--- src/rtl/core/veg_pkg.sv ---
// Shared widths, register indexes, reset values and small helpers for the
// voice envelope gate and normalizer. No dependencies.
package veg_pkg;

    localparam int ENV_W   = 16;
    localparam int ALPHA_W = ENV_W + 1;
    localparam int CFG_IDX_W  = 3;
    localparam int CFG_DATA_W = ALPHA_W;

    localparam logic [ALPHA_W-1:0] UNIT_ONE = {1'b1, {ENV_W{1'b0}}};

    // Configuration register indexes.
    localparam logic [CFG_IDX_W-1:0] REG_GATE_BAND    = 3'd0;
    localparam logic [CFG_IDX_W-1:0] REG_GATE_MARGIN  = 3'd1;
    localparam logic [CFG_IDX_W-1:0] REG_FLOOR_RISE   = 3'd2;
    localparam logic [CFG_IDX_W-1:0] REG_FLOOR_FALL   = 3'd3;
    localparam logic [CFG_IDX_W-1:0] REG_PEAK_ATTACK  = 3'd4;
    localparam logic [CFG_IDX_W-1:0] REG_PEAK_RELEASE = 3'd5;
    localparam logic [CFG_IDX_W-1:0] REG_OPEN_LEVEL   = 3'd6;
    localparam logic [CFG_IDX_W-1:0] REG_CLOSE_LEVEL  = 3'd7;

    // Register values after reset.
    localparam logic [ENV_W-1:0]   GATE_BAND_RST    = 16'd2048;
    localparam logic [ENV_W-1:0]   GATE_MARGIN_RST  = 16'd1024;
    localparam logic [ALPHA_W-1:0] FLOOR_RISE_RST   = 17'd655;
    localparam logic [ALPHA_W-1:0] FLOOR_FALL_RST   = 17'd6554;
    localparam logic [ALPHA_W-1:0] PEAK_ATTACK_RST  = 17'd19661;
    localparam logic [ALPHA_W-1:0] PEAK_RELEASE_RST = 17'd655;
    localparam logic [ALPHA_W-1:0] OPEN_LEVEL_RST   = 17'd19661;
    localparam logic [ALPHA_W-1:0] CLOSE_LEVEL_RST  = 17'd9830;

    // Default tracking bounds.
    localparam logic [ENV_W-1:0] FLOOR_MIN_DEF = 16'd64;
    localparam logic [ENV_W-1:0] FLOOR_MAX_DEF = 16'd16384;
    localparam logic [ENV_W-1:0] PEAK_MIN_DEF  = 16'd1024;
    localparam logic [ENV_W-1:0] PEAK_MAX_DEF  = 16'd65535;

    // Handshake status of a serial arithmetic unit.
    typedef struct packed {
        logic busy;
        logic done;
    } unit_stat_t;

    // Below the minimum gives the minimum, otherwise above the maximum gives the maximum.
    function automatic logic [ENV_W-1:0] clamp_env(
        input logic [ENV_W-1:0] v,
        input logic [ENV_W-1:0] lo,
        input logic [ENV_W-1:0] hi
    );
        logic [ENV_W-1:0] r;
        if (v < lo)
            r = lo;
        else if (v > hi)
            r = hi;
        else
            r = v;
        return r;
    endfunction

    // A weight above one acts as one.
    function automatic logic [ALPHA_W-1:0] sat_alpha(input logic [ALPHA_W-1:0] a);
        return (a > UNIT_ONE) ? UNIT_ONE : a;
    endfunction

endpackage

--- src/rtl/core/veg_serial_mul.sv ---
// Bit-serial shift-add multiplier giving the rounded step of an average,
// (alpha * mag + half) >> ENV_W. Depends on veg_pkg.
module veg_serial_mul (
    input  logic                         clk,
    input  logic                         rst_n,
    input  logic                         start,
    input  logic [veg_pkg::ALPHA_W-1:0]  alpha,
    input  logic [veg_pkg::ENV_W-1:0]    mag,
    output logic [veg_pkg::ENV_W-1:0]    step,
    output veg_pkg::unit_stat_t          stat
);
    import veg_pkg::*;

    localparam int CNT_W = $clog2(ENV_W);
    localparam logic [CNT_W-1:0] LAST = CNT_W'(ENV_W - 1);

    logic [ALPHA_W-1:0] alpha_reg;
    logic [ENV_W-1:0]   mag_reg;
    logic [ALPHA_W-1:0] hi_reg;
    logic [ENV_W-1:0]   lo_reg;
    logic [CNT_W-1:0]   cnt_reg;
    logic               busy_reg;
    logic               done_reg;
    logic [ALPHA_W:0]   sum;
    logic [ALPHA_W-1:0] rounded;

    // One multiplier bit per cycle: add the weight into the upper half, then shift right.
    assign sum     = {1'b0, hi_reg} + (mag_reg[0] ? {1'b0, alpha_reg} : '0);
    assign rounded = hi_reg + ALPHA_W'(lo_reg[ENV_W-1]);
    assign step    = rounded[ENV_W-1:0];
    assign stat    = '{busy: busy_reg, done: done_reg};

    always_ff @(posedge clk or negedge rst_n)
    begin
        if (!rst_n)
        begin
            busy_reg <= 1'b0;
            done_reg <= 1'b0;
            cnt_reg  <= '0;
        end
        else
        begin
            done_reg <= 1'b0;
            if (start)
            begin
                busy_reg <= 1'b1;
                cnt_reg  <= '0;
            end
            else if (busy_reg)
            begin
                cnt_reg <= cnt_reg + 1'b1;
                if (cnt_reg == LAST)
                begin
                    busy_reg <= 1'b0;
                    done_reg <= 1'b1;
                end
            end
        end
    end

    always_ff @(posedge clk)
    begin
        if (start)
        begin
            alpha_reg <= alpha;
            mag_reg   <= mag;
            hi_reg    <= '0;
            lo_reg    <= '0;
        end
        else if (busy_reg)
        begin
            hi_reg  <= sum[ALPHA_W:1];
            lo_reg  <= {sum[0], lo_reg[ENV_W-1:1]};
            mag_reg <= mag_reg >> 1;
        end
    end

endmodule

--- src/rtl/core/veg_serial_div.sv ---
// Restoring divider, one quotient bit per cycle, for (speech << ENV_W) / peak
// saturated to one. Depends on veg_pkg.
module veg_serial_div (
    input  logic                         clk,
    input  logic                         rst_n,
    input  logic                         start,
    input  logic [veg_pkg::ENV_W-1:0]    dividend,
    input  logic [veg_pkg::ENV_W-1:0]    divisor,
    output logic [veg_pkg::ALPHA_W-1:0]  quotient,
    output veg_pkg::unit_stat_t          stat
);
    import veg_pkg::*;

    localparam int CNT_W = $clog2(ENV_W);
    localparam logic [CNT_W-1:0] LAST = CNT_W'(ENV_W - 1);

    logic [ENV_W-1:0] dvd_reg;
    logic [ENV_W-1:0] dsr_reg;
    logic [ENV_W-1:0] rem_reg;
    logic [ENV_W-1:0] quo_reg;
    logic [CNT_W-1:0] cnt_reg;
    logic             busy_reg;
    logic             done_reg;
    logic [ENV_W:0]   shifted;
    logic [ENV_W:0]   diff;
    logic             fits;
    logic             sat;
    logic             zero;

    assign shifted = {rem_reg, 1'b0};
    assign diff    = shifted - {1'b0, dsr_reg};
    assign fits    = shifted >= {1'b0, dsr_reg};

    // A dividend at or above the divisor means a ratio of one or more.
    assign zero     = (dsr_reg == '0);
    assign sat      = (dvd_reg >= dsr_reg);
    assign quotient = zero ? '0 : (sat ? UNIT_ONE : {1'b0, quo_reg});
    assign stat     = '{busy: busy_reg, done: done_reg};

    always_ff @(posedge clk or negedge rst_n)
    begin
        if (!rst_n)
        begin
            busy_reg <= 1'b0;
            done_reg <= 1'b0;
            cnt_reg  <= '0;
        end
        else
        begin
            done_reg <= 1'b0;
            if (start)
            begin
                busy_reg <= 1'b1;
                cnt_reg  <= '0;
            end
            else if (busy_reg)
            begin
                cnt_reg <= cnt_reg + 1'b1;
                if (cnt_reg == LAST)
                begin
                    busy_reg <= 1'b0;
                    done_reg <= 1'b1;
                end
            end
        end
    end

    always_ff @(posedge clk)
    begin
        if (start)
        begin
            dvd_reg <= dividend;
            dsr_reg <= divisor;
            rem_reg <= dividend;
            quo_reg <= '0;
        end
        else if (busy_reg)
        begin
            rem_reg <= fits ? diff[ENV_W-1:0] : shifted[ENV_W-1:0];
            quo_reg <= {quo_reg[ENV_W-2:0], fits};
        end
    end

endmodule

--- src/rtl/core/voice_envelope_gate_normalizer.sv ---
// Top level of the voice envelope gate and normalizer: sequencer, state and
// configuration registers. Depends on veg_pkg, veg_serial_mul and veg_serial_div.
//
// Usage. Each item on the block channel (block_valid, block_ready,
// block_envelope) is the envelope of one audio block, unsigned Q0.16. For every
// item exactly one item leaves on the result channel (result_valid,
// result_ready): normalized_level (65536 is 1.0), speech_level, floor_level and
// mouth_is_open. Configuration is a plain write port (cfg_we, cfg_index,
// cfg_data) that takes one register per clock, to be used while the block idles.
// Timing. The block works on one item at a time: a new item is accepted only
// once the last one has been loaded into the output register. The two averaging
// steps run on one bit-serial multiplier and the ratio on a bit-serial divider;
// the floor step is skipped while the noise floor is frozen.
// Stalls. The result sits in an output register; the next item is accepted and
// computed while that result still waits, and only the final load waits for it.
// Reset. Asynchronous, active low: registers go to their defaults, the floor to
// FLOOR_MIN, the peak reference to PEAK_MIN and the mouth closed.
module voice_envelope_gate_normalizer #(
    parameter logic [veg_pkg::ENV_W-1:0] FLOOR_MIN = veg_pkg::FLOOR_MIN_DEF,
    parameter logic [veg_pkg::ENV_W-1:0] FLOOR_MAX = veg_pkg::FLOOR_MAX_DEF,
    parameter logic [veg_pkg::ENV_W-1:0] PEAK_MIN  = veg_pkg::PEAK_MIN_DEF,
    parameter logic [veg_pkg::ENV_W-1:0] PEAK_MAX  = veg_pkg::PEAK_MAX_DEF
) (
    input  logic                            clk,
    input  logic                            rst_n,
    input  logic                            block_valid,
    output logic                            block_ready,
    input  logic [veg_pkg::ENV_W-1:0]       block_envelope,
    output logic                            result_valid,
    input  logic                            result_ready,
    output logic [veg_pkg::ALPHA_W-1:0]     normalized_level,
    output logic [veg_pkg::ENV_W-1:0]       speech_level,
    output logic [veg_pkg::ENV_W-1:0]       floor_level,
    output logic                            mouth_is_open,
    input  logic                            cfg_we,
    input  logic [veg_pkg::CFG_IDX_W-1:0]   cfg_index,
    input  logic [veg_pkg::CFG_DATA_W-1:0]  cfg_data
);
    import veg_pkg::*;

    // Sequencer states.
    localparam logic [2:0] ST_IDLE   = 3'd0;
    localparam logic [2:0] ST_FLOOR  = 3'd1;
    localparam logic [2:0] ST_FMUL   = 3'd2;
    localparam logic [2:0] ST_SPEECH = 3'd3;
    localparam logic [2:0] ST_PEAK   = 3'd4;
    localparam logic [2:0] ST_PMUL   = 3'd5;
    localparam logic [2:0] ST_DIV    = 3'd6;
    localparam logic [2:0] ST_OUT    = 3'd7;

    // Configuration registers.
    logic [ENV_W-1:0]   gate_band_reg;
    logic [ENV_W-1:0]   gate_margin_reg;
    logic [ALPHA_W-1:0] floor_rise_reg;
    logic [ALPHA_W-1:0] floor_fall_reg;
    logic [ALPHA_W-1:0] peak_attack_reg;
    logic [ALPHA_W-1:0] peak_release_reg;
    logic [ALPHA_W-1:0] open_level_reg;
    logic [ALPHA_W-1:0] close_level_reg;

    // Tracking state and sequencer.
    logic [2:0]         state_reg, state_next;
    logic [ENV_W-1:0]   floor_reg, floor_next;
    logic [ENV_W-1:0]   peak_reg, peak_next;
    logic               mouth_reg, mouth_next;

    // Per-item working registers.
    logic [ENV_W-1:0]   env_reg;
    logic [ENV_W-1:0]   speech_reg, speech_next;
    logic               up_reg, up_next;
    logic [ALPHA_W-1:0] norm_reg, norm_next;

    // Output register.
    logic               res_valid_reg;
    logic [ALPHA_W-1:0] res_norm_reg;
    logic [ENV_W-1:0]   res_speech_reg;
    logic [ENV_W-1:0]   res_floor_reg;
    logic               res_mouth_reg;
    logic               res_load;

    // Datapath.
    logic [ENV_W:0]     band_sum;
    logic [ENV_W:0]     margin_sum;
    logic               frozen;
    logic [ENV_W-1:0]   target;
    logic [ENV_W-1:0]   ema_cur;
    logic [ENV_W-1:0]   ema_tgt;
    logic               ema_ge;
    logic [ENV_W-1:0]   ema_mag;
    logic [ENV_W-1:0]   moved_cur;
    logic [ENV_W-1:0]   moved;
    logic               mul_start;
    logic [ALPHA_W-1:0] mul_alpha;
    logic [ENV_W-1:0]   mul_step;
    unit_stat_t         mul_stat;
    logic               div_start;
    logic [ALPHA_W-1:0] div_quot;
    unit_stat_t         div_stat;

    veg_serial_mul u_mul (
        .clk   (clk),
        .rst_n (rst_n),
        .start (mul_start),
        .alpha (mul_alpha),
        .mag   (ema_mag),
        .step  (mul_step),
        .stat  (mul_stat)
    );

    veg_serial_div u_div (
        .clk      (clk),
        .rst_n    (rst_n),
        .start    (div_start),
        .dividend (speech_reg),
        .divisor  (peak_next),
        .quotient (div_quot),
        .stat     (div_stat)
    );

    assign block_ready      = (state_reg == ST_IDLE);
    assign result_valid     = res_valid_reg;
    assign normalized_level = res_norm_reg;
    assign speech_level     = res_speech_reg;
    assign floor_level      = res_floor_reg;
    assign mouth_is_open    = res_mouth_reg;

    // The floor freezes while the envelope stands more than the band above it.
    assign band_sum   = {1'b0, floor_reg} + {1'b0, gate_band_reg};
    assign frozen     = ({1'b0, env_reg} > band_sum);
    assign margin_sum = {1'b0, floor_reg} + {1'b0, gate_margin_reg};
    assign target     = (speech_reg > PEAK_MIN) ? speech_reg : PEAK_MIN;

    // One averaging step is shared by the floor and the peak reference: the
    // magnitude of the gap feeds the multiplier and the rounded step is then
    // added toward the target.
    assign ema_cur   = (state_reg == ST_PEAK) ? peak_reg : floor_reg;
    assign ema_tgt   = (state_reg == ST_PEAK) ? target : env_reg;
    assign ema_ge    = (ema_tgt >= ema_cur);
    assign ema_mag   = ema_ge ? (ema_tgt - ema_cur) : (ema_cur - ema_tgt);
    assign moved_cur = (state_reg == ST_PMUL) ? peak_reg : floor_reg;
    assign moved     = up_reg ? (moved_cur + mul_step) : (moved_cur - mul_step);

    always_comb
    begin
        if (state_reg == ST_PEAK)
            mul_alpha = sat_alpha((target > peak_reg) ? peak_attack_reg : peak_release_reg);
        else
            mul_alpha = sat_alpha(ema_ge ? floor_rise_reg : floor_fall_reg);
    end

    assign res_load = (state_reg == ST_OUT) && (!res_valid_reg || result_ready);

    always_comb
    begin
        state_next  = state_reg;
        floor_next  = floor_reg;
        peak_next   = peak_reg;
        mouth_next  = mouth_reg;
        speech_next = speech_reg;
        up_next     = up_reg;
        norm_next   = norm_reg;
        mul_start   = 1'b0;
        div_start   = 1'b0;
        unique case (state_reg)
            ST_IDLE:
            begin
                if (block_valid)
                    state_next = ST_FLOOR;
            end
            ST_FLOOR:
            begin
                if (frozen)
                begin
                    floor_next = clamp_env(floor_reg, FLOOR_MIN, FLOOR_MAX);
                    state_next = ST_SPEECH;
                end
                else
                begin
                    mul_start  = 1'b1;
                    up_next    = ema_ge;
                    state_next = ST_FMUL;
                end
            end
            ST_FMUL:
            begin
                if (mul_stat.done)
                begin
                    floor_next = clamp_env(moved, FLOOR_MIN, FLOOR_MAX);
                    state_next = ST_SPEECH;
                end
            end
            ST_SPEECH:
            begin
                // Speech is what the envelope holds above floor plus margin.
                if ({1'b0, env_reg} > margin_sum)
                    speech_next = ENV_W'({1'b0, env_reg} - margin_sum);
                else
                    speech_next = '0;
                state_next = ST_PEAK;
            end
            ST_PEAK:
            begin
                mul_start  = 1'b1;
                up_next    = ema_ge;
                state_next = ST_PMUL;
            end
            ST_PMUL:
            begin
                // The divider takes the clamped peak straight from here.
                peak_next = clamp_env(moved, PEAK_MIN, PEAK_MAX);
                if (mul_stat.done)
                begin
                    div_start  = 1'b1;
                    state_next = ST_DIV;
                end
                else
                begin
                    peak_next = peak_reg;
                end
            end
            ST_DIV:
            begin
                if (div_stat.done)
                begin
                    norm_next  = div_quot;
                    mouth_next = mouth_reg ? (div_quot >= close_level_reg)
                                           : (div_quot >= open_level_reg);
                    state_next = ST_OUT;
                end
            end
            ST_OUT:
            begin
                if (res_load)
                    state_next = ST_IDLE;
            end
            default:
            begin
                state_next = ST_IDLE;
            end
        endcase
    end

    always_ff @(posedge clk or negedge rst_n)
    begin
        if (!rst_n)
        begin
            state_reg     <= ST_IDLE;
            floor_reg     <= FLOOR_MIN;
            peak_reg      <= PEAK_MIN;
            mouth_reg     <= 1'b0;
            res_valid_reg <= 1'b0;
        end
        else
        begin
            state_reg <= state_next;
            floor_reg <= floor_next;
            peak_reg  <= peak_next;
            mouth_reg <= mouth_next;
            if (res_load)
                res_valid_reg <= 1'b1;
            else if (result_ready)
                res_valid_reg <= 1'b0;
        end
    end

    always_ff @(posedge clk)
    begin
        if (block_valid && block_ready)
            env_reg <= block_envelope;
        speech_reg <= speech_next;
        up_reg     <= up_next;
        norm_reg   <= norm_next;
        if (res_load)
        begin
            res_norm_reg   <= norm_reg;
            res_speech_reg <= speech_reg;
            res_floor_reg  <= floor_reg;
            res_mouth_reg  <= mouth_reg;
        end
    end

    // Configuration writes; 16-bit registers keep the low bits of the data.
    always_ff @(posedge clk or negedge rst_n)
    begin
        if (!rst_n)
        begin
            gate_band_reg    <= GATE_BAND_RST;
            gate_margin_reg  <= GATE_MARGIN_RST;
            floor_rise_reg   <= FLOOR_RISE_RST;
            floor_fall_reg   <= FLOOR_FALL_RST;
            peak_attack_reg  <= PEAK_ATTACK_RST;
            peak_release_reg <= PEAK_RELEASE_RST;
            open_level_reg   <= OPEN_LEVEL_RST;
            close_level_reg  <= CLOSE_LEVEL_RST;
        end
        else if (cfg_we)
        begin
            unique case (cfg_index)
                REG_GATE_BAND:    gate_band_reg    <= cfg_data[ENV_W-1:0];
                REG_GATE_MARGIN:  gate_margin_reg  <= cfg_data[ENV_W-1:0];
                REG_FLOOR_RISE:   floor_rise_reg   <= cfg_data;
                REG_FLOOR_FALL:   floor_fall_reg   <= cfg_data;
                REG_PEAK_ATTACK:  peak_attack_reg  <= cfg_data;
                REG_PEAK_RELEASE: peak_release_reg <= cfg_data;
                REG_OPEN_LEVEL:   open_level_reg   <= cfg_data;
                REG_CLOSE_LEVEL:  close_level_reg  <= cfg_data;
                default:
                begin
                end
            endcase
        end
    end

    // The multiplier and the divider are never in use together.
    a_units_exclusive: assert property (@(posedge clk) disable iff (!rst_n)
        !(mul_stat.busy && div_stat.busy))
        else $error("multiplier and divider busy at once");

    // The ratio saturates at one.
    a_norm_saturated: assert property (@(posedge clk) disable iff (!rst_n)
        result_valid |-> (normalized_level <= UNIT_ONE))
        else $error("normalized level above one");

    // With ordered bounds the reported floor lies inside them.
    a_floor_bounded: assert property (@(posedge clk) disable iff (!rst_n)
        result_valid |-> ((FLOOR_MIN > FLOOR_MAX) ||
                          ((floor_level >= FLOOR_MIN) && (floor_level <= FLOOR_MAX))))
        else $error("floor level outside its bounds");

    // With ordered bounds the peak reference never drops below its minimum.
    a_peak_bounded: assert property (@(posedge clk) disable iff (!rst_n)
        (PEAK_MIN > PEAK_MAX) || (peak_reg >= PEAK_MIN))
        else $error("peak reference below its minimum");

endmodule
--- config.mk ---
export PLATFORM = sky130hd
export DESIGN_NAME = voice_envelope_gate_normalizer
export DESIGN_NICKNAME = d
export VERILOG_FILES = /design/src/rtl/core/veg_pkg.sv /design/src/rtl/core/veg_serial_mul.sv /design/src/rtl/core/veg_serial_div.sv /design/src/rtl/core/voice_envelope_gate_normalizer.sv
export SDC_FILE = /design/constraint.sdc
export NUM_CORES = 1
export LEC_CHECK = 0
export BUFFER_PORTS_ARGS = -buffer_cell sky130_fd_sc_hd__buf_2
export CORE_MARGIN = 2
export CORE_UTILIZATION = 35
export DETAILED_ROUTE_END_ITERATION = 10
export PLACE_DENSITY = 0.57
export SLEW_MARGIN = 25
export SYNTH_ARGS = -nofsm -noshare
export SYNTH_HDL_FRONTEND = slang
export SYNTH_HIERARCHICAL = 1
export SYNTH_SLANG_ARGS = --single-unit
--- constraint.sdc ---
create_clock -name clk -period 6.6 [get_ports clk]
set_clock_uncertainty 0.15 [all_clocks]
set_input_delay 1.98 -clock clk [delete_from_list [all_inputs] [get_ports clk]]
set_output_delay 1.98 -clock clk [all_outputs]
set_load 0.05 [all_outputs]
==> impl_metrics.env, run 1 <==
export IMPL_status="complete, no violations"
export IMPL_power_frac_seq_pct=46.6
export IMPL_cts_resized=0
export IMPL_finalSetupViolCount=0
export IMPL_worstHoldStart="norm_reg[0]"
export IMPL_rrSetupSlack_ps=1110
export IMPL_crit_path_end_kind="flip-flop"
export IMPL_slowest_delay_ps=530
export IMPL_dr_pass1_iters=5
export IMPL_fin_ws_ps=1107
export IMPL_p_leak_nw=11.89
export IMPL_ant_nets=0
export IMPL_top_level_ports=93
export IMPL_clk_latency_ps=590
export IMPL_place_area_um2=26510
export IMPL_p_clk_share_pct=40.5
export IMPL_drive_gt1_share_pct=17.80
export IMPL_cts_made_buffers=44
export IMPL_initial_core_util_pct=35.52
export IMPL_tightest_slew_ps=1053
export IMPL_grt_overflow=0
export IMPL_combPwrFrac_pct=12.9
export IMPL_crit_top_cell="nor2_1"
export IMPL_crit_path_cell_trace="ha_1 > inv_1 > fa_1 > nor2b_1 > o31a_1 > o211ai_1 > a21boi_0 > o21ai_0 > nand2b_1 > a21oi_1 > xor2_1 > ha_1 > nand4_1 > nor2_1 > a32oi_1 > o211ai_1 > nor2_1 > o21ai_4 > nor2_1 > inv_1"
export IMPL_cts_root_buf="clkbuf_16"
export IMPL_arrival_ps=5520
export IMPL_post_cts_buffers=0
export IMPL_cp_max_fo=16
export IMPL_grt_pass1_vias=18740
export IMPL_finalSetupTns_ps=0
export IMPL_dp_slack_ps=1180
export IMPL_clk_pin_slew_ps=60
export IMPL_grt_max_degree=128
export IMPL_power_switching_mw=1.620
export IMPL_placementRows=97
export IMPL_swShare_pct=25.54
export IMPL_drtIter0Drc=1434
export IMPL_mostFrequentLayoutCell="ha_1"
export IMPL_die_w_um=271.0
export IMPL_min_period_ps=5493
export IMPL_fmax_mhz=182.0
export IMPL_cpMaxStageDelayCell="inv_1"
export IMPL_htreeDepth=2
export IMPL_syn_to_final_growth_pct=12.29
export IMPL_wire_per_inst_um=21.41
export IMPL_ctsLongestPathBuffers=3
export IMPL_critPathLaunchType="flip-flop"
export IMPL_ctsHoldBuffers=0
export IMPL_totalWireLength_um=73670
export IMPL_grt_pass1_wl_um=112200
export IMPL_drc=0
export IMPL_crit_family="compound AO/OA/AOI/OAI gates"
export IMPL_cap_viol_max_count=0
export IMPL_ir_worst_vdd_v=0.0002289
export IMPL_fill_cells=6759
export IMPL_r2r_end="u_mul/mag_reg[13]"
export IMPL_critPathLaunch="floor_reg[0]"
export IMPL_final_cell_mix="ha_1 (218), edfxtp_1 (181), nand2_1 (174)"
export IMPL_hold_worst_slack_ps=265.9
export IMPL_die_area_um2=73460
export IMPL_syn_area_um2=24960
export IMPL_portBuffers=92
export IMPL_cp_buffers_inverters=2
export IMPL_final_max_slew_viol_count=0
export IMPL_rr_worst_depth=20
export IMPL_cts_tree="yes"
export IMPL_synth_avg_cell_area_um2=10.46
export IMPL_max_slew_margin_rel_pct=29.81
export IMPL_fin_nets=2732
export IMPL_hp_class="flip-flop to flip-flop"
export IMPL_final_hold_viol_count=0
export IMPL_synthCells=2385
export IMPL_core_area_um2=70270
export IMPL_p_per_area_nw_per_um2=226.3
export IMPL_hold_path_end="normalized_level[0]"
export IMPL_die_h_um=271.0
export IMPL_grt_total_usage_pct=19.77
export IMPL_gp_congestion=0.9234
export IMPL_worstHoldPathCells=0
export IMPL_viasPerCell=5.481
export IMPL_cp_required_ps=6630
export IMPL_min_period_over_period_pct=83.23
export IMPL_intPower_mw=4.721
export IMPL_dp_hpwl_um=56830
export IMPL_via_count=18860
export IMPL_final_cell_area_um2=28030
export IMPL_rsz0062_at_grt="no"
export IMPL_ys_warn_count=6
export IMPL_syn_nets=2652
export IMPL_reg2reg_from="floor_reg[0]"
export IMPL_antenna_found_initial=3
export IMPL_numClockSinks=398
export IMPL_worstSetupPathType="flip-flop to flip-flop"
## metal layers
layer	track usage, %	share of wire, %	routed length [um]	vias to the layer above
li1	-	-	-	8902
met1	27.15	46	33690	9313
met2	31.01	45	32950	519
met3	3.710	6.1	4459	125
met4	6.993	3.5	2573	0
met5	0	0	0	-
## power groups by stage
stage | logic [mW] | clock network (mW) | registers, mW
5_1_grt | 0.911 | 2.73 | 2.98
2_1_floorplan | 0.598 | 0 | 2.95
6_report | 0.816 | 2.57 | 2.96
3_3_place_gp | 0.792 | 0 | 3.00
3_5_place_dp | 0.811 | 0 | 3.00
4_1_cts | 0.817 | 2.63 | 2.96
## metrics by stage
step           total power [mW]  utilization, %  cells
2_1_floorplan             3.544               -   2385
3_3_place_gp              3.790           37.70   3357
3_5_place_dp              3.816           37.73   3359
4_1_cts                   6.404           39.88   3440
5_1_grt                   6.619           39.88   3440
6_report                  6.341           39.88   3441
## worst max-delay path by stage
stage                               endpoint  slack (ps)  depth (start not counted)
after floorplan            u_mul/mag_reg[10]        1070                         18
after global placement      u_mul/mag_reg[7]        1270                         16
after detailed placement  u_mul/alpha_reg[3]        1180                         15
after CTS                 u_mul/alpha_reg[3]        1150                         15
after global routing      u_mul/alpha_reg[1]         660                         15
final                      u_mul/mag_reg[13]        1110                         20
## cell type report
cell class / count / area [um2] / share of cell area [%]
Antenna cell: 1 / 2.502 / 0.008929
Clock buffer: 58 / 1269 / 4.527
Clock inverter: 23 / 240.2 / 0.8572
Inverter: 152 / 571.8 / 2.040
Multi-Input combinational cell: 1746 / 13280 / 47.39
Sequential cell: 398 / 10750 / 38.37
Tap cell: 940 / 1176 / 4.197
Timing Repair Buffer: 123 / 732.0 / 2.612
## worst register-to-register path, delay by kind of cell (launching register included)
family	cells	cell delay, ps
flip-flops	1	470
AND/OR/NAND/NOR	6	1340
buffers and inverters	2	590
adder cells (fa/ha/maj)	3	900
XOR/XNOR	1	150
AO/OA/AOI/OAI	8	1500
(Power assumes the default switching activity.)
==> inputs of run 2 (changes only) <==
- ABC_AREA: unset -> 1
- clock period: 6.6 -> 5.21 ns (I/O delays scaled with it)
==> run 2 against run 1 <==
  * First-iteration DRC count up 35%
  * Final area rose by 4.2%
  * Hold slack lost 0.94 ps
  * Synthesized cell count increased by 39%
  * Combinational power up 13%
  * Count of clock-buffer cells in the layout fell by 5
  * Critical path depth increased by 8
  * Routed wire length up 7.1%
  * Clock power increased by 33%
  * Sequential power up 23%
  * Sequential share of layout area decreased by 1.6 points
  * Critical path type unchanged
  * Largest cell class unchanged
==> impl_metrics.env, run 2 <==
export IMPL_wire_per_inst_um=17.85
export IMPL_crit_path_end_kind="flip-flop"
export IMPL_crit_top_cell="nand2_1"
export IMPL_numClockSinks=398
export IMPL_cts_root_buf="clkbuf_16"
export IMPL_core_area_um2=73080
export IMPL_p_leak_nw=14.22
export IMPL_via_count=22180
export IMPL_dpl_cell_count=4333
export IMPL_finalSetupTns_ps=0
export IMPL_initial_core_util_pct=35.40
export IMPL_grt_total_usage_pct=20.57
export IMPL_critPathLaunchType="flip-flop"
export IMPL_cts_tree="yes"
export IMPL_mostFrequentLayoutCell="nand2_1"
export IMPL_dr_pass1_iters=7
export IMPL_clk_pin_slew_ps=70
export IMPL_ctsLongestPathBuffers=3
export IMPL_clk_latency_ps=590
export IMPL_final_max_slew_viol_count=0
export IMPL_worstSetupPathType="flip-flop to flip-flop"
export IMPL_grt_overflow=0
export IMPL_max_slew_margin_rel_pct=44.57
export IMPL_syn_area_um2=25870
export IMPL_die_area_um2=76110
export IMPL_gp_congestion=0.9336
export IMPL_dp_hpwl_um=60500
export IMPL_portBuffers=92
export IMPL_antenna_found_initial=5
export IMPL_ir_worst_vdd_v=0.0002570
export IMPL_hp_class="flip-flop to flip-flop"
export IMPL_die_w_um=275.9
export IMPL_grt_pass1_wl_um=119900
export IMPL_drc=0
export IMPL_htreeDepth=2
export IMPL_cap_viol_max_count=0
export IMPL_final_cell_area_um2=29210
export IMPL_min_period_over_period_pct=90.18
export IMPL_fin_nets=3688
export IMPL_syn_nets=3590
export IMPL_totalWireLength_um=78920
export IMPL_slowest_delay_ps=440
export IMPL_final_cell_mix="nand2_1 (967), inv_1 (464), o21ai_0 (286)"
export IMPL_fmax_mhz=212.9
export IMPL_die_h_um=275.9
export IMPL_p_per_area_nw_per_um2=273.4
export IMPL_rsz0062_at_grt="no"
export IMPL_place_area_um2=27560
export IMPL_top_level_ports=93
export IMPL_ant_nets=0
export IMPL_fill_cells=7534
export IMPL_drive_gt1_share_pct=9.861
export IMPL_cts_made_buffers=45
export IMPL_viasPerCell=5.016
export IMPL_cp_required_ps=5390
export IMPL_drtIter0Drc=1931
export IMPL_status="complete, no violations"
export IMPL_placementRows=99
export IMPL_ctsHoldBuffers=0
export IMPL_syn_to_final_growth_pct=12.92
export IMPL_grt_pass1_vias=20690
export IMPL_synth_avg_cell_area_um2=7.785
export IMPL_cp_max_fo=14
export IMPL_final_hold_viol_count=0
export IMPL_final_cells=4422
export IMPL_tightest_slew_ps=831.4
export IMPL_grt_max_degree=85
export IMPL_min_period_ps=4698
export IMPL_synthCells=3323
export IMPL_finalSetupViolCount=0
export IMPL_arrival_ps=4880
export IMPL_ys_warn_count=6
export IMPL_cpMaxStageDelayCell="dfrtp_1"
-- run 2: critical path: cells and delay by family (launching register included) --
| kind | cells | cell delay, ps |
|---|---|---|
| AO/OA/AOI/OAI | 4 | 740 |
| buffers and inverters | 4 | 650 |
| AND/OR/NAND/NOR | 18 | 1930 |
| adder cells (fa/ha/maj) | 2 | 530 |
| flip-flops | 1 | 440 |
-- run 2: path summary, 6_finish.rpt --
check,start,end,slack (ps),cells after the start
worst max-delay path,floor_reg[1],u_mul/mag_reg[2],510,28
worst min-delay path,norm_reg[11],normalized_level[11],260,0
worst max register to register,floor_reg[1],u_mul/mag_reg[2],510,28
worst min register to register,norm_reg[11],normalized_level[11],260,0
max in group asynchronous,rst_n,close_level_reg[13],3040,2
min in group asynchronous,rst_n,u_div/cnt_reg[1],920,1
-- run 2: cell type report --
class	count	area (um2)	share of cell area, %
multi-input combinational	2359	13010	44.52
sequential	398	10750	36.81
inverter	475	1783	6.103
clock buffer	53	1286	4.403
tap	959	1200	4.107
timing repair buffer	142	869.6	2.977
clock inverter	31	304.0	1.041
antenna	5	12.51	0.04283
-- run 2: layer usage --
| metal | share of wire, % | up-vias | track usage (%) |
|---|---|---|---|
| met1 | 46 | 10390 | 28.71 |
| met4 | 3.3 | 0 | 7.230 |
| met2 | 45 | 567 | 32.01 |
| met3 | 5.7 | 129 | 3.593 |
| met5 | 0 | - | 0 |
| li1 | - | 11100 | - |
-- run 2: what timing repair did --
action	CTS	global route
resized for setup	0	10
setup buffers	0	0
setup endpoints to repair	0	49
-- run 2: power by group --
part           switching, mW  leakage (nW)  internal (mW)  total, mW
clock                   1.40         0.776           2.02       3.42
combinational          0.575          9.37          0.349      0.924
sequential             0.119          4.08           3.52       3.64
-- run 2: stage by stage --
step / utilization, % / power [mW] / hold WS (ps) / setup WS (ps)
after floorplan: - / 4.338 / 250.3 / 648.3
after global placement: 37.71 / 4.615 / 251.0 / 122.7
after detailed placement: 37.71 / 4.625 / 254.5 / 122.0
after CTS: 39.89 / 8.062 / 266.5 / 68.93
after global routing: 39.96 / 8.347 / 273.2 / 23.36
final: 39.97 / 7.988 / 264.9 / 511.8
==> inputs of run 3 (changes only) <==
- clock period: 5.21 -> 4.9 ns (I/O delays scaled with it)
==> run 3 against run 2 <==
  * Via count about the same
  * Non-clock buffer count grew 14
  * Critical endpoint is now floor_reg[1]
  * Power up 5.5%
  * Hold slack better by 2.9 ps
  * Critical path depth shrank 4
  * Sequential share of layout area decreased by 0.10 points
  * Final area up 0.28%
  * Routed wire length is 0.35% higher
  * Critical path type unchanged
  * Cell count is 0.20% higher
  * Register-to-register slack worse by 160 ps
==> impl_metrics.env, run 3 (synthesis gave the netlist of run 2 again) <==
export IMPL_multiInputGateArea_um2=13020
export IMPL_wl_met1_um=35820
export IMPL_finalSetupViolCount=0
export IMPL_final_max_slew_viol_count=0
export IMPL_cts_made_buffers=44
export IMPL_top_level_ports=93
export IMPL_worstSetupPathType="flip-flop to flip-flop"
export IMPL_fmax_mhz=219.9
export IMPL_rsz0062_at_grt="no"
export IMPL_crit_family="simple AND/OR/NAND/NOR gates"
export IMPL_antenna_found_initial=2
export IMPL_syn_to_final_growth_pct=13.24
export IMPL_wl_met3_um=4794
export IMPL_via_count=22170
export IMPL_wire_per_inst_um=17.87
export IMPL_final_cell_area_um2=29300
export IMPL_seq_area_um2=10750
export IMPL_gp_congestion=0.9484
export IMPL_grt_max_degree=74
export IMPL_drtIter0Drc=1707
export IMPL_ctsLongestPathBuffers=3
export IMPL_die_w_um=275.9
export IMPL_cap_viol_max_count=0
export IMPL_arrival_ps=4880
export IMPL_crit_path_end_kind="flip-flop"
export IMPL_ir_worst_vdd_v=0.0002148
export IMPL_cp_max_fo=14
export IMPL_top_layer="met4"
export IMPL_viasPerCell=5.003
export IMPL_portBuffers=92
export IMPL_critPathLaunchType="flip-flop"
export IMPL_core_area_um2=73080
export IMPL_cts_resized=3
export IMPL_final_hold_viol_count=0
export IMPL_status="complete, no violations"
export IMPL_totalWireLength_um=79200
export IMPL_numClockSinks=398
export IMPL_post_cts_buffers=0
export IMPL_drive_gt1_share_pct=10.23
export IMPL_grt_total_usage_pct=20.78
export IMPL_initial_core_util_pct=35.40
export IMPL_finalSetupTns_ps=0
export IMPL_cts_tree="yes"
export IMPL_dp_hpwl_um=60750
export IMPL_wl_met2_um=35720
export IMPL_min_period_over_period_pct=92.79
export IMPL_grt_pass1_vias=20820
export IMPL_hp_class="flip-flop to flip-flop"
export IMPL_cts_root_buf="clkbuf_16"
export IMPL_grt_pass1_wl_um=121100
export IMPL_crit_path_cell_trace="ha_1 > ha_1 > nand2_2 > nor2_4 > nand3_1 > xor2_2 > nor2_1 > nand2_1 > nor2_1 > a21oi_1 > xor2_1 > ha_1 > nand2_1 > nor2_1 > nand3_1 > nand4_1 > nand2_1 > inv_1 > nand2_1 > nor2_2 > nand3_1 > nand2_4 > nand4_1 > o21ai_2"
export IMPL_cpMaxStageDelayCell="ha_1"
export IMPL_p_per_area_nw_per_um2=287.7
export IMPL_fin_nets=3701
export IMPL_drc=0
export IMPL_placementRows=99
export IMPL_fill_cells=7492
export IMPL_ant_nets=0
export IMPL_cp_required_ps=5230
export IMPL_p_leak_nw=14.28
export IMPL_final_cell_mix="nand2_1 (968), inv_1 (464), o21ai_0 (284)"
export IMPL_cp_buffers_inverters=1
export IMPL_crit_top_cell="nand2_1"
export IMPL_tightest_slew_ps=852.9
export IMPL_die_area_um2=76110
export IMPL_slowest_delay_ps=400
export IMPL_die_h_um=275.9
export IMPL_max_slew_margin_rel_pct=43.14
export IMPL_htreeDepth=2
export IMPL_clk_latency_ps=590
export IMPL_grt_overflow=0
export IMPL_clk_pin_slew_ps=70
export IMPL_dr_pass1_iters=6
export IMPL_mostFrequentLayoutCell="nand2_1"
export IMPL_min_period_ps=4547
export IMPL_ctsHoldBuffers=0
export IMPL_place_area_um2=27680
## run 3: final timing paths
check                           startpoint                  end  slack, ps  cells past startpoint
max reg2reg                u_mul/hi_reg[0]         floor_reg[1]        350                     24
max in group asynchronous            rst_n         floor_reg[6]       2840                      2
max                        u_mul/hi_reg[0]         floor_reg[1]        350                     24
min                            norm_reg[5]  normalized_level[5]        270                      0
min in group asynchronous            rst_n     u_div/cnt_reg[2]        790                      1
min reg2reg                    norm_reg[5]  normalized_level[5]        270                      0
## run 3: area by class of cell
type / instances / share of cell area, %
Multi-Input combinational cell: 2359 / 44.45
Sequential cell: 398 / 36.70
Inverter: 475 / 6.086
Clock buffer: 58 / 4.121
Tap cell: 959 / 4.096
Timing Repair Buffer: 156 / 3.425
Clock inverter: 24 / 1.102
Antenna cell: 2 / 0.01708
## run 3: report_power, final
group,total [mW],internal [mW],leakage [nW],switching (mW)
combinational,0.987,0.373,9.45,0.613
clock,3.57,2.12,0.753,1.45
sequential,3.87,3.75,4.08,0.123
total,8.43,6.24,14.3,2.19
## run 3: per-stage QoR
step	cells	hold slack (ps)	setup WS, ps	utilization (%)	total power [mW]
finish	4431	267.9	353.1	40.09	8.428
global route	4429	275.5	1.313	40.08	8.818
CTS	4428	270.5	99.73	39.97	8.503
detailed placement	4346	255.7	-140.5	37.88	4.916
global placement	4346	250.9	-98.51	37.88	4.901
floorplan	3323	250.3	338.3	-	4.613
## run 3: routing by layer
layer  global-route usage, %  vias to the layer above
met5                       0                        -
met4                   7.640                        0
met3                   3.436                      133
met2                   32.84                      598
met1                   28.58                    10340
li1                        -                    11100
## run 3: worst reg2reg max path: cells and delay by family (launching register included)
kind,cells,cell delay (ps)
AOI/OAI and AO/OA,2,390
xor gates and xnor gates,2,360
and+or+nand+nor,16,2320
buffers and inverters,1,90
adders and majority gates,3,800
DFF,1,360
